===== src/rtl/checkpointed_stack_top_macros.svh =====
// Assertion macros used by the stack top module.
`ifndef CHECKPOINTED_STACK_TOP_MACROS_SVH
`define CHECKPOINTED_STACK_TOP_MACROS_SVH

// Same-cycle implication, checked outside reset.
`define CKS_ASSERT_SAME(label, clk, rst, ante, cons, msg) \
  label: assert property (@(posedge clk) disable iff (rst) (ante) |-> (cons)) \
    else $error(msg);

// Next-cycle implication, checked outside reset.
`define CKS_ASSERT_NEXT(label, clk, rst, ante, cons, msg) \
  label: assert property (@(posedge clk) disable iff (rst) (ante) |=> (cons)) \
    else $error(msg);

`endif


===== src/rtl/cks_pkg.sv =====
package cks_pkg;

  // Operation codes carried in the op field.
  localparam logic [2:0] OP_PUSH     = 3'd0;
  localparam logic [2:0] OP_POP      = 3'd1;
  localparam logic [2:0] OP_READ     = 3'd2;
  localparam logic [2:0] OP_COMMIT   = 3'd3;
  localparam logic [2:0] OP_ROLLBACK = 3'd4;
  localparam logic [2:0] OP_CLEAR    = 3'd5;

  // Result status codes.
  localparam logic [1:0] ST_OK    = 2'd0;
  localparam logic [1:0] ST_EMPTY = 2'd1;
  localparam logic [1:0] ST_FULL  = 2'd2;

  typedef logic signed [31:0] word_t;

  // Per-cycle command broadcast to every cell of the row.
  typedef struct packed {
    logic push;
    logic commit;
    logic rollback;
    logic rotate;
  } cell_ctrl_t;

endpackage


===== src/rtl/cks_cmd_if.sv =====
interface cks_cmd_if;
  import cks_pkg::*;

  logic       valid;
  logic       ready;
  logic [2:0] op;
  word_t      push_value;

  modport source (output valid, output op, output push_value, input ready);
  modport sink (input valid, input op, input push_value, output ready);
endinterface


===== src/rtl/cks_rsp_if.sv =====
interface cks_rsp_if;
  import cks_pkg::*;

  logic       valid;
  logic       ready;
  logic [1:0] status;
  logic       has_data;
  word_t      element;
  logic       last;

  modport source (output valid, output status, output has_data, output element,
                  output last, input ready);
  modport sink (input valid, input status, input has_data, input element,
                input last, output ready);
endinterface


===== src/rtl/checkpointed_stack_top.sv =====
// LIFO stack of signed 32-bit values with nested whole-stack checkpoints,
// built as a row of STACK_DEPTH cells, each holding one stack entry and its
// own column of CHECKPOINT_DEPTH saved copies. Push, pop, commit, rollback
// and clear each give one result, so these operations sustain one item per
// cycle while results are taken. A read of n entries holds the command side
// from the cycle in which it is accepted until its n results have been
// given, one per cycle while results are taken, as the occupied cells
// rotate one place per result past the bottom cell; a read of an empty stack
// gives a single result. A result that waits for rsp.ready holds off further
// results and operations until it is taken. No new operation is accepted
// until the last result of a read has been loaded into the output register.
// Stack and checkpoint contents are not cleared at reset and need no
// clearing pass: only entries written since reset are ever read out.
module checkpointed_stack_top #(
  parameter int STACK_DEPTH      = 16,
  parameter int CHECKPOINT_DEPTH = 4
) (
  input logic        clk,
  input logic        rst,
  cks_cmd_if.sink    cmd,
  cks_rsp_if.source  rsp
);
  import cks_pkg::*;

  `include "checkpointed_stack_top_macros.svh"

  localparam int CW  = $clog2(STACK_DEPTH + 1);
  localparam int LVW = $clog2(CHECKPOINT_DEPTH + 1);
  localparam int IW  = (CHECKPOINT_DEPTH > 1) ? $clog2(CHECKPOINT_DEPTH) : 1;

  localparam logic [CW-1:0]  FULL_COUNT = CW'(STACK_DEPTH);
  localparam logic [LVW-1:0] FULL_LEVEL = LVW'(CHECKPOINT_DEPTH);

  typedef enum logic {
    S_IDLE,
    S_READ
  } state_t;

  state_t         state, state_next;
  logic [CW-1:0]  count, count_next;
  logic [LVW-1:0] level, level_next;
  logic [CW-1:0]  rd_idx, rd_idx_next;
  logic [LVW-1:0] level_dec;
  logic [IW-1:0]  ckpt_idx;
  logic [CW-1:0]  counts [CHECKPOINT_DEPTH];
  logic           save_count;
  logic           out_free;
  logic           accept;
  cell_ctrl_t     ctrl;
  logic           emit;
  logic [1:0]     emit_status;
  logic           emit_has;
  word_t          emit_elem;
  logic           emit_last;
  word_t          cell_val [STACK_DEPTH];

  // Handshake on the command side.
  assign out_free  = !rsp.valid || rsp.ready;
  assign cmd.ready = (state == S_IDLE) && out_free;
  assign accept    = cmd.valid && cmd.ready;

  // Checkpoint slot: the new level on commit, the newest saved one on rollback.
  assign level_dec = level - LVW'(1);
  assign ckpt_idx  = (cmd.op == OP_ROLLBACK) ? level_dec[IW-1:0] : level[IW-1:0];

  // Operation decode and read sequencing.
  always_comb begin
    state_next  = state;
    count_next  = count;
    level_next  = level;
    rd_idx_next = rd_idx;
    ctrl        = '0;
    save_count  = 1'b0;
    emit        = 1'b0;
    emit_status = ST_OK;
    emit_has    = 1'b0;
    emit_elem   = '0;
    emit_last   = 1'b1;
    case (state)
      S_IDLE: begin
        if (accept) begin
          case (cmd.op)
            OP_PUSH: begin
              emit = 1'b1;
              if (count == FULL_COUNT) begin
                emit_status = ST_FULL;
              end else begin
                ctrl.push  = 1'b1;
                count_next = count + CW'(1);
              end
            end
            OP_POP: begin
              emit = 1'b1;
              if (count == '0) begin
                emit_status = ST_EMPTY;
              end else begin
                count_next = count - CW'(1);
              end
            end
            OP_READ: begin
              if (count == '0) begin
                emit        = 1'b1;
                emit_status = ST_EMPTY;
              end else begin
                rd_idx_next = '0;
                state_next  = S_READ;
              end
            end
            OP_COMMIT: begin
              emit = 1'b1;
              if (level == FULL_LEVEL) begin
                emit_status = ST_FULL;
              end else begin
                ctrl.commit = 1'b1;
                save_count  = 1'b1;
                level_next  = level + LVW'(1);
              end
            end
            OP_ROLLBACK: begin
              emit = 1'b1;
              if (level == '0) begin
                emit_status = ST_EMPTY;
              end else begin
                ctrl.rollback = 1'b1;
                level_next    = level_dec;
                count_next    = counts[level_dec[IW-1:0]];
              end
            end
            OP_CLEAR: begin
              emit       = 1'b1;
              count_next = '0;
              level_next = '0;
            end
            default: begin
            end
          endcase
        end
      end
      S_READ: begin
        if (out_free) begin
          emit        = 1'b1;
          emit_has    = 1'b1;
          emit_elem   = cell_val[0];
          emit_last   = (rd_idx + CW'(1)) == count;
          ctrl.rotate = 1'b1;
          rd_idx_next = rd_idx + CW'(1);
          if (emit_last) begin
            state_next = S_IDLE;
          end
        end
      end
      default: begin
        state_next = S_IDLE;
      end
    endcase
  end

  // State, counters and the output register.
  always_ff @(posedge clk) begin
    if (rst) begin
      state     <= S_IDLE;
      count     <= '0;
      level     <= '0;
      rd_idx    <= '0;
      rsp.valid <= 1'b0;
    end else begin
      state  <= state_next;
      count  <= count_next;
      level  <= level_next;
      rd_idx <= rd_idx_next;
      if (emit) begin
        rsp.valid    <= 1'b1;
        rsp.status   <= emit_status;
        rsp.has_data <= emit_has;
        rsp.element  <= emit_elem;
        rsp.last     <= emit_last;
      end else if (rsp.ready) begin
        rsp.valid <= 1'b0;
      end
    end
  end

  // Saved stack heights, one per checkpoint level.
  always_ff @(posedge clk) begin
    if (save_count) begin
      counts[level[IW-1:0]] <= count;
    end
  end

  // The row of cells; each hands its entry down to the cell below.
  for (genvar i = 0; i < STACK_DEPTH; i++) begin : g_cell
    cks_cell #(
      .STACK_DEPTH      (STACK_DEPTH),
      .CHECKPOINT_DEPTH (CHECKPOINT_DEPTH),
      .INDEX            (i)
    ) u_cell (
      .clk         (clk),
      .ctrl        (ctrl),
      .count       (count),
      .ckpt_idx    (ckpt_idx),
      .push_value  (cmd.push_value),
      .from_next   (cell_val[(i + 1) % STACK_DEPTH]),
      .from_bottom (cell_val[0]),
      .value       (cell_val[i])
    );
  end

  `CKS_ASSERT_SAME(a_read_blocks_cmd, clk, rst, state == S_READ, !cmd.ready,
                   "command accepted during a read")
  `CKS_ASSERT_SAME(a_count_bound, clk, rst, 1'b1, count <= FULL_COUNT,
                   "stack count above depth")
  `CKS_ASSERT_SAME(a_level_bound, clk, rst, 1'b1, level <= FULL_LEVEL,
                   "checkpoint level above depth")
  `CKS_ASSERT_NEXT(a_push_grows, clk, rst,
                   accept && (cmd.op == OP_PUSH) && (count != FULL_COUNT),
                   count == $past(count) + CW'(1),
                   "push did not grow the stack")

endmodule


===== src/rtl/cks_cell.sv =====
module cks_cell #(
  parameter int STACK_DEPTH      = 16,
  parameter int CHECKPOINT_DEPTH = 4,
  parameter int INDEX            = 0,
  localparam int CW = $clog2(STACK_DEPTH + 1),
  localparam int IW = (CHECKPOINT_DEPTH > 1) ? $clog2(CHECKPOINT_DEPTH) : 1
) (
  input  logic                clk,
  input  cks_pkg::cell_ctrl_t ctrl,
  input  logic [CW-1:0]       count,
  input  logic [IW-1:0]       ckpt_idx,
  input  cks_pkg::word_t      push_value,
  input  cks_pkg::word_t      from_next,
  input  cks_pkg::word_t      from_bottom,
  output cks_pkg::word_t      value
);
  import cks_pkg::*;

  localparam logic [CW-1:0] MY_COUNT  = CW'(INDEX);
  localparam logic [CW-1:0] TOP_COUNT = CW'(INDEX + 1);

  // One saved copy of this entry for each checkpoint level.
  word_t column [CHECKPOINT_DEPTH];

  // The live entry: loaded by push, restored by rollback, or rotated within
  // the occupied part of the row during a read so that the bottom entry
  // comes around to the top.
  always_ff @(posedge clk) begin
    if (ctrl.push && (count == MY_COUNT)) begin
      value <= push_value;
    end else if (ctrl.rollback) begin
      value <= column[ckpt_idx];
    end else if (ctrl.rotate) begin
      value <= (count == TOP_COUNT) ? from_bottom : from_next;
    end
  end

  // Commit copies the live entry into the column slot of the new level.
  always_ff @(posedge clk) begin
    if (ctrl.commit) begin
      column[ckpt_idx] <= value;
    end
  end

endmodule


===== src/flat_wrapper.sv =====
// flat-port wrapper written by rule: the top's interface ports become plain ports
module checkpointed_stack_top_flat import cks_pkg::*;
#(
  parameter int STACK_DEPTH      = 16,
  parameter int CHECKPOINT_DEPTH = 4
)
  (clk, rst, cmd_valid, cmd_op, cmd_push_value, cmd_ready, rsp_valid, rsp_status, rsp_has_data, rsp_element, rsp_last, rsp_ready);
  cks_cmd_if cmd_i ();
  cks_rsp_if rsp_i ();
  input logic clk;
  input logic rst;
  input wire logic [$bits(cmd_i.valid)-1:0] cmd_valid;
  input wire logic [$bits(cmd_i.op)-1:0] cmd_op;
  input wire logic [$bits(cmd_i.push_value)-1:0] cmd_push_value;
  output wire logic [$bits(cmd_i.ready)-1:0] cmd_ready;
  output wire logic [$bits(rsp_i.valid)-1:0] rsp_valid;
  output wire logic [$bits(rsp_i.status)-1:0] rsp_status;
  output wire logic [$bits(rsp_i.has_data)-1:0] rsp_has_data;
  output wire logic [$bits(rsp_i.element)-1:0] rsp_element;
  output wire logic [$bits(rsp_i.last)-1:0] rsp_last;
  input wire logic [$bits(rsp_i.ready)-1:0] rsp_ready;
  assign cmd_i.valid = cmd_valid;
  assign cmd_i.op = cmd_op;
  assign cmd_i.push_value = cmd_push_value;
  assign cmd_ready = cmd_i.ready;
  assign rsp_valid = rsp_i.valid;
  assign rsp_status = rsp_i.status;
  assign rsp_has_data = rsp_i.has_data;
  assign rsp_element = rsp_i.element;
  assign rsp_last = rsp_i.last;
  assign rsp_i.ready = rsp_ready;
  checkpointed_stack_top #(.STACK_DEPTH(STACK_DEPTH), .CHECKPOINT_DEPTH(CHECKPOINT_DEPTH)) u_core (.clk(clk), .rst(rst), .cmd(cmd_i), .rsp(rsp_i));
endmodule

===== config.mk =====
export PLATFORM = sky130hd
export DESIGN_NAME = checkpointed_stack_top_flat
export DESIGN_NICKNAME = d
export VERILOG_FILES = /design/src/rtl/cks_pkg.sv /design/src/rtl/cks_cmd_if.sv /design/src/rtl/cks_rsp_if.sv /design/src/rtl/checkpointed_stack_top.sv /design/src/rtl/cks_cell.sv /design/src/flat_wrapper.sv
export VERILOG_INCLUDE_DIRS = /design/src /design/src/rtl
export SDC_FILE = /design/constraint.sdc
export NUM_CORES = 2
export LEC_CHECK = 0
export ABC_CLOCK_PERIOD_IN_PS = 82300
export BUFFER_PORTS_ARGS = -buffer_cell sky130_fd_sc_hd__buf_2
export CELL_PAD_IN_SITES_DETAIL_PLACEMENT = 1
export CELL_PAD_IN_SITES_GLOBAL_PLACEMENT = 2
export CORE_ASPECT_RATIO = 1.2
export CORE_UTILIZATION = 49
export DETAILED_ROUTE_END_ITERATION = 8
export HOLD_SLACK_MARGIN = 0.05
export PLACE_DENSITY = 0.89
export SYNTH_ARGS = -nofsm -noshare
export SYNTH_HDL_FRONTEND = slang
export SYNTH_SLANG_ARGS = --single-unit

===== constraint.sdc =====
create_clock -name clk -period 82.3 [get_ports clk]
set_clock_uncertainty 0.1 [all_clocks]
set_input_delay 8.23 -clock clk [delete_from_list [all_inputs] [get_ports clk]]
set_output_delay 8.23 -clock clk [all_outputs]
set_load 0.05 [all_outputs]

==> impl_metrics.py <==
metrics = {
    "outcome": {
        "outcome": "finished, final reports clean",
    },
    "timing": {
        "slew_headroom_pct": 8.06,
        "period_minus_slack_ns": 17.23,
        "worst_pin_slew_ns": 1.38,
        "setup_viol": 0,
        "setup_tns_ns": 0,
        "grt_setup_unrepaired": "no",
        "drv_slew": 0,
        "hold_viol": 0,
        "fmax_mhz": 58.0,
        "period_share_pct": 20.9,
    },
    "placed_design": {
        "dpl.hpwl_um": 188000,
        "port_buffers": 76,
        "routabilityCongestion": 0.792,
    },
    "setup_path": {
        "reg2reg_depth": 9,
        "cp-start-kind": "primary input",
        "r2r_end": "u_core.g_cell[10].u_cell.column[1][15]",
        "cp_max_fo": 3,
        "arrival_ns": 8.90,
        "r2r-start": "u_core.level[0]",
        "r2r_setup_slack_ns": 75.07,
        "crit_type": "primary input to primary output",
        "crit_path_end_kind": "primary output",
        "worstPathRequired_ns": 73.97,
    },
    "yosys": {
        "syn-num-nets": 8373,
        "ys_types": 62,
        "ys_warn_count": 0,
        "netlist_instances": 8321,
        "ys_seq_area_share_pct": 72.8,
        "synth_edf_count": 2616,
        "synth_area_leaders": "edfxtp_1 (72%), nand2_1 (8.4%), a31oi_1 (2.7%)",
        "synth-async-reset-ratio_pct": 0,
        "synth_top_area_share_pct": 72.5,
        "avgSynthCellArea_um2": 13.0,
        "ys_ff_latch": 2631,
        "ys.flop_type": "edfxtp_1",
        "synth_top_cell_by_area": "edfxtp_1",
        "synth_most_common_cell": "edfxtp_1",
        "netlist_area_um2": 108000,
        "synth_common_cells": "edfxtp_1 (2616), nand2_1 (2428), nand3_1 (547)",
    },
    "detailed_routing": {
        "first_pass_iters": 6,
        "wl_um": 373000,
        "drc": 0,
        "drt_iter0_drc": 9386,
        "vias": 75700,
        "ant_nets": 0,
        "drt-wirelength-per-cell_um": 33.2,
        "viasPerCell": 6.72,
    },
    "run": {
        "max-cap-violations": 0,
    },
    "global_routing": {
        "antenna_found_initial": 18,
        "grt_max_degree": 165,
        "grt_pass1_vias": 78900,
        "grt_pass1_wl_um": 535000,
        "overflow": 0,
        "grt_usage_pct": 32.9,
    },
    "finish": {
        "nNetsFinal": 8162,
        "area_delta_synth_final_pct": 10.3,
        "layout-drive-gt1-share_pct": 8.40,
    },
    "floorplan": {
        "start_util_pct": 49.4,
        "die_area_um2": 223000,
        "pin_count": 77,
        "die_h_um": 517,
        "die_x_um": 431,
        "num_rows": 188,
        "coreArea_um2": 219000,
    },
    "power_and_ir_drop": {
        "power_density_nw_per_um2": 23.9,
        "p_total_mw": 2.85,
        "leakagePower_nw": 40.4,
        "ir_worst_vdd_v": 0.0000196,
    },
    "clock_tree": {
        "cts_made_buffers": 282,
        "cts-root-buf": "clkbuf_16",
        "clk_path_buf_depth": 4,
        "cts.sinks": 2631,
        "clk_pin_slew_ns": 0.06,
        "cts_tree": "done",
        "clock_latency_ns": 0.95,
        "ctsHoldBuffers": 0,
        "htree_levels": 5,
        "cts-resized-gates": 0,
        "postCtsSetupRepairBufs": 0,
    },
    "hold_path": {
        "min-delay-start": "u_core.rd_idx[1]",
        "holdPathStages": 2,
        "holdCritPathClass": "flop to flop",
        "min_to": "u_core.rd_idx[1]",
    },
}
## cell type report
type / count / area (um^2)
fillers: 21400 / 99700
diodes: 9 / 22.5
clock buffers: 354 / 7500
repair buffers: 245 / 1790
clock inverters: 118 / 880
inverters: 14 / 55.1
flip-flops and latches: 2631 / 78900
well taps: 2945 / 3680
multi-input cells: 4936 / 26700
## critical path: stages
cell and delay (ns):
buf_2 0.10, nor2b_1 0.20, nor2_1 0.10, buf_2 0.26
## metrics by stage
stage          cells  util (%)  hold WS [ns]  setup slack, ns  instance area [um^2]
5_1_grt        11200      54.5         0.422            65.03                119000
2_1_floorplan   8321         -         0.349            49.73                108000
3_5_place_dp   10800      50.7         0.374            65.08                111000
3_3_place_gp   10800      50.7         0.365            65.04                111000
6_report       11300      54.5         0.393            65.07                119000
4_1_cts        11200      54.5         0.400            65.08                119000
## kinds of logic (layout without fill, tap and decap cells)
logic type,after synthesis,after routing,synth area share [%]
AO/OA/AOI/OAI,1515,1515,10.0
XOR/XNOR,10,10,0.0808
adder cells (fa/ha/maj),13,13,0.150
buffers and inverters,754,731,2.88
flip-flops,2631,2631,72.8
multiplexers,221,221,2.11
other,0,9,0
AND/OR/NAND/NOR,3177,3177,12.0
## cells in the final DEF, fill, tap and decap left out, types with 76 or more instances in the layout
master and instances:
edfxtp_1 2616, nand2_1 2416, nand3_1 545, a31oi_1 476, a21oi_1 294, clkbuf_16 290, a32o_1 271, mux2i_1 214
a22o_1 179, buf_4 158, o211ai_1 144, buf_2 76
## state kept, by name, summed over array words and instances (netlist names)
name                         cells
u_core.level                     3
u_core.rsp.last                  1
u_core.g_cell.u_cell.value     512
u_core.state                     1
u_core.rd_idx                    5
u_core.rsp.element              32
u_core.rsp.has_data              1
u_core.rsp.valid                 1
u_core.g_cell.u_cell.column   2048
u_core.count                     5
u_core.counts                   20
u_core.rsp.status                2
## per-layer routing
metal	vias up	GRT usage (%)	part of all wire, %
met3	1102	6.51	9.5
met5	-	0	0.019
li1	30600	-	-
met1	39300	40.3	36
met4	12	18.9	6.3
met2	4591	54.5	48
## power by group
group | internal (mW) | switching, mW
logic | 0.0364 | 0.118
clock network | 0.680 | 0.523
registers | 1.48 | 0.0141
total | 2.20 | 0.655
## how the worst max path moves through the flow
stage	from	end	slack, ns	depth (start not counted)
floorplan	cmd_op[0]	u_core.g_cell[0].u_cell.column[0][0]	49.73	9
global placement	rsp_ready	cmd_ready	65.04	4
detailed placement	rsp_ready	cmd_ready	65.08	4
CTS	rsp_ready	cmd_ready	65.08	4
global route	rsp_ready	cmd_ready	65.03	4
finish	rsp_ready	cmd_ready	65.07	4
Power figures use the tool's default switching activity.
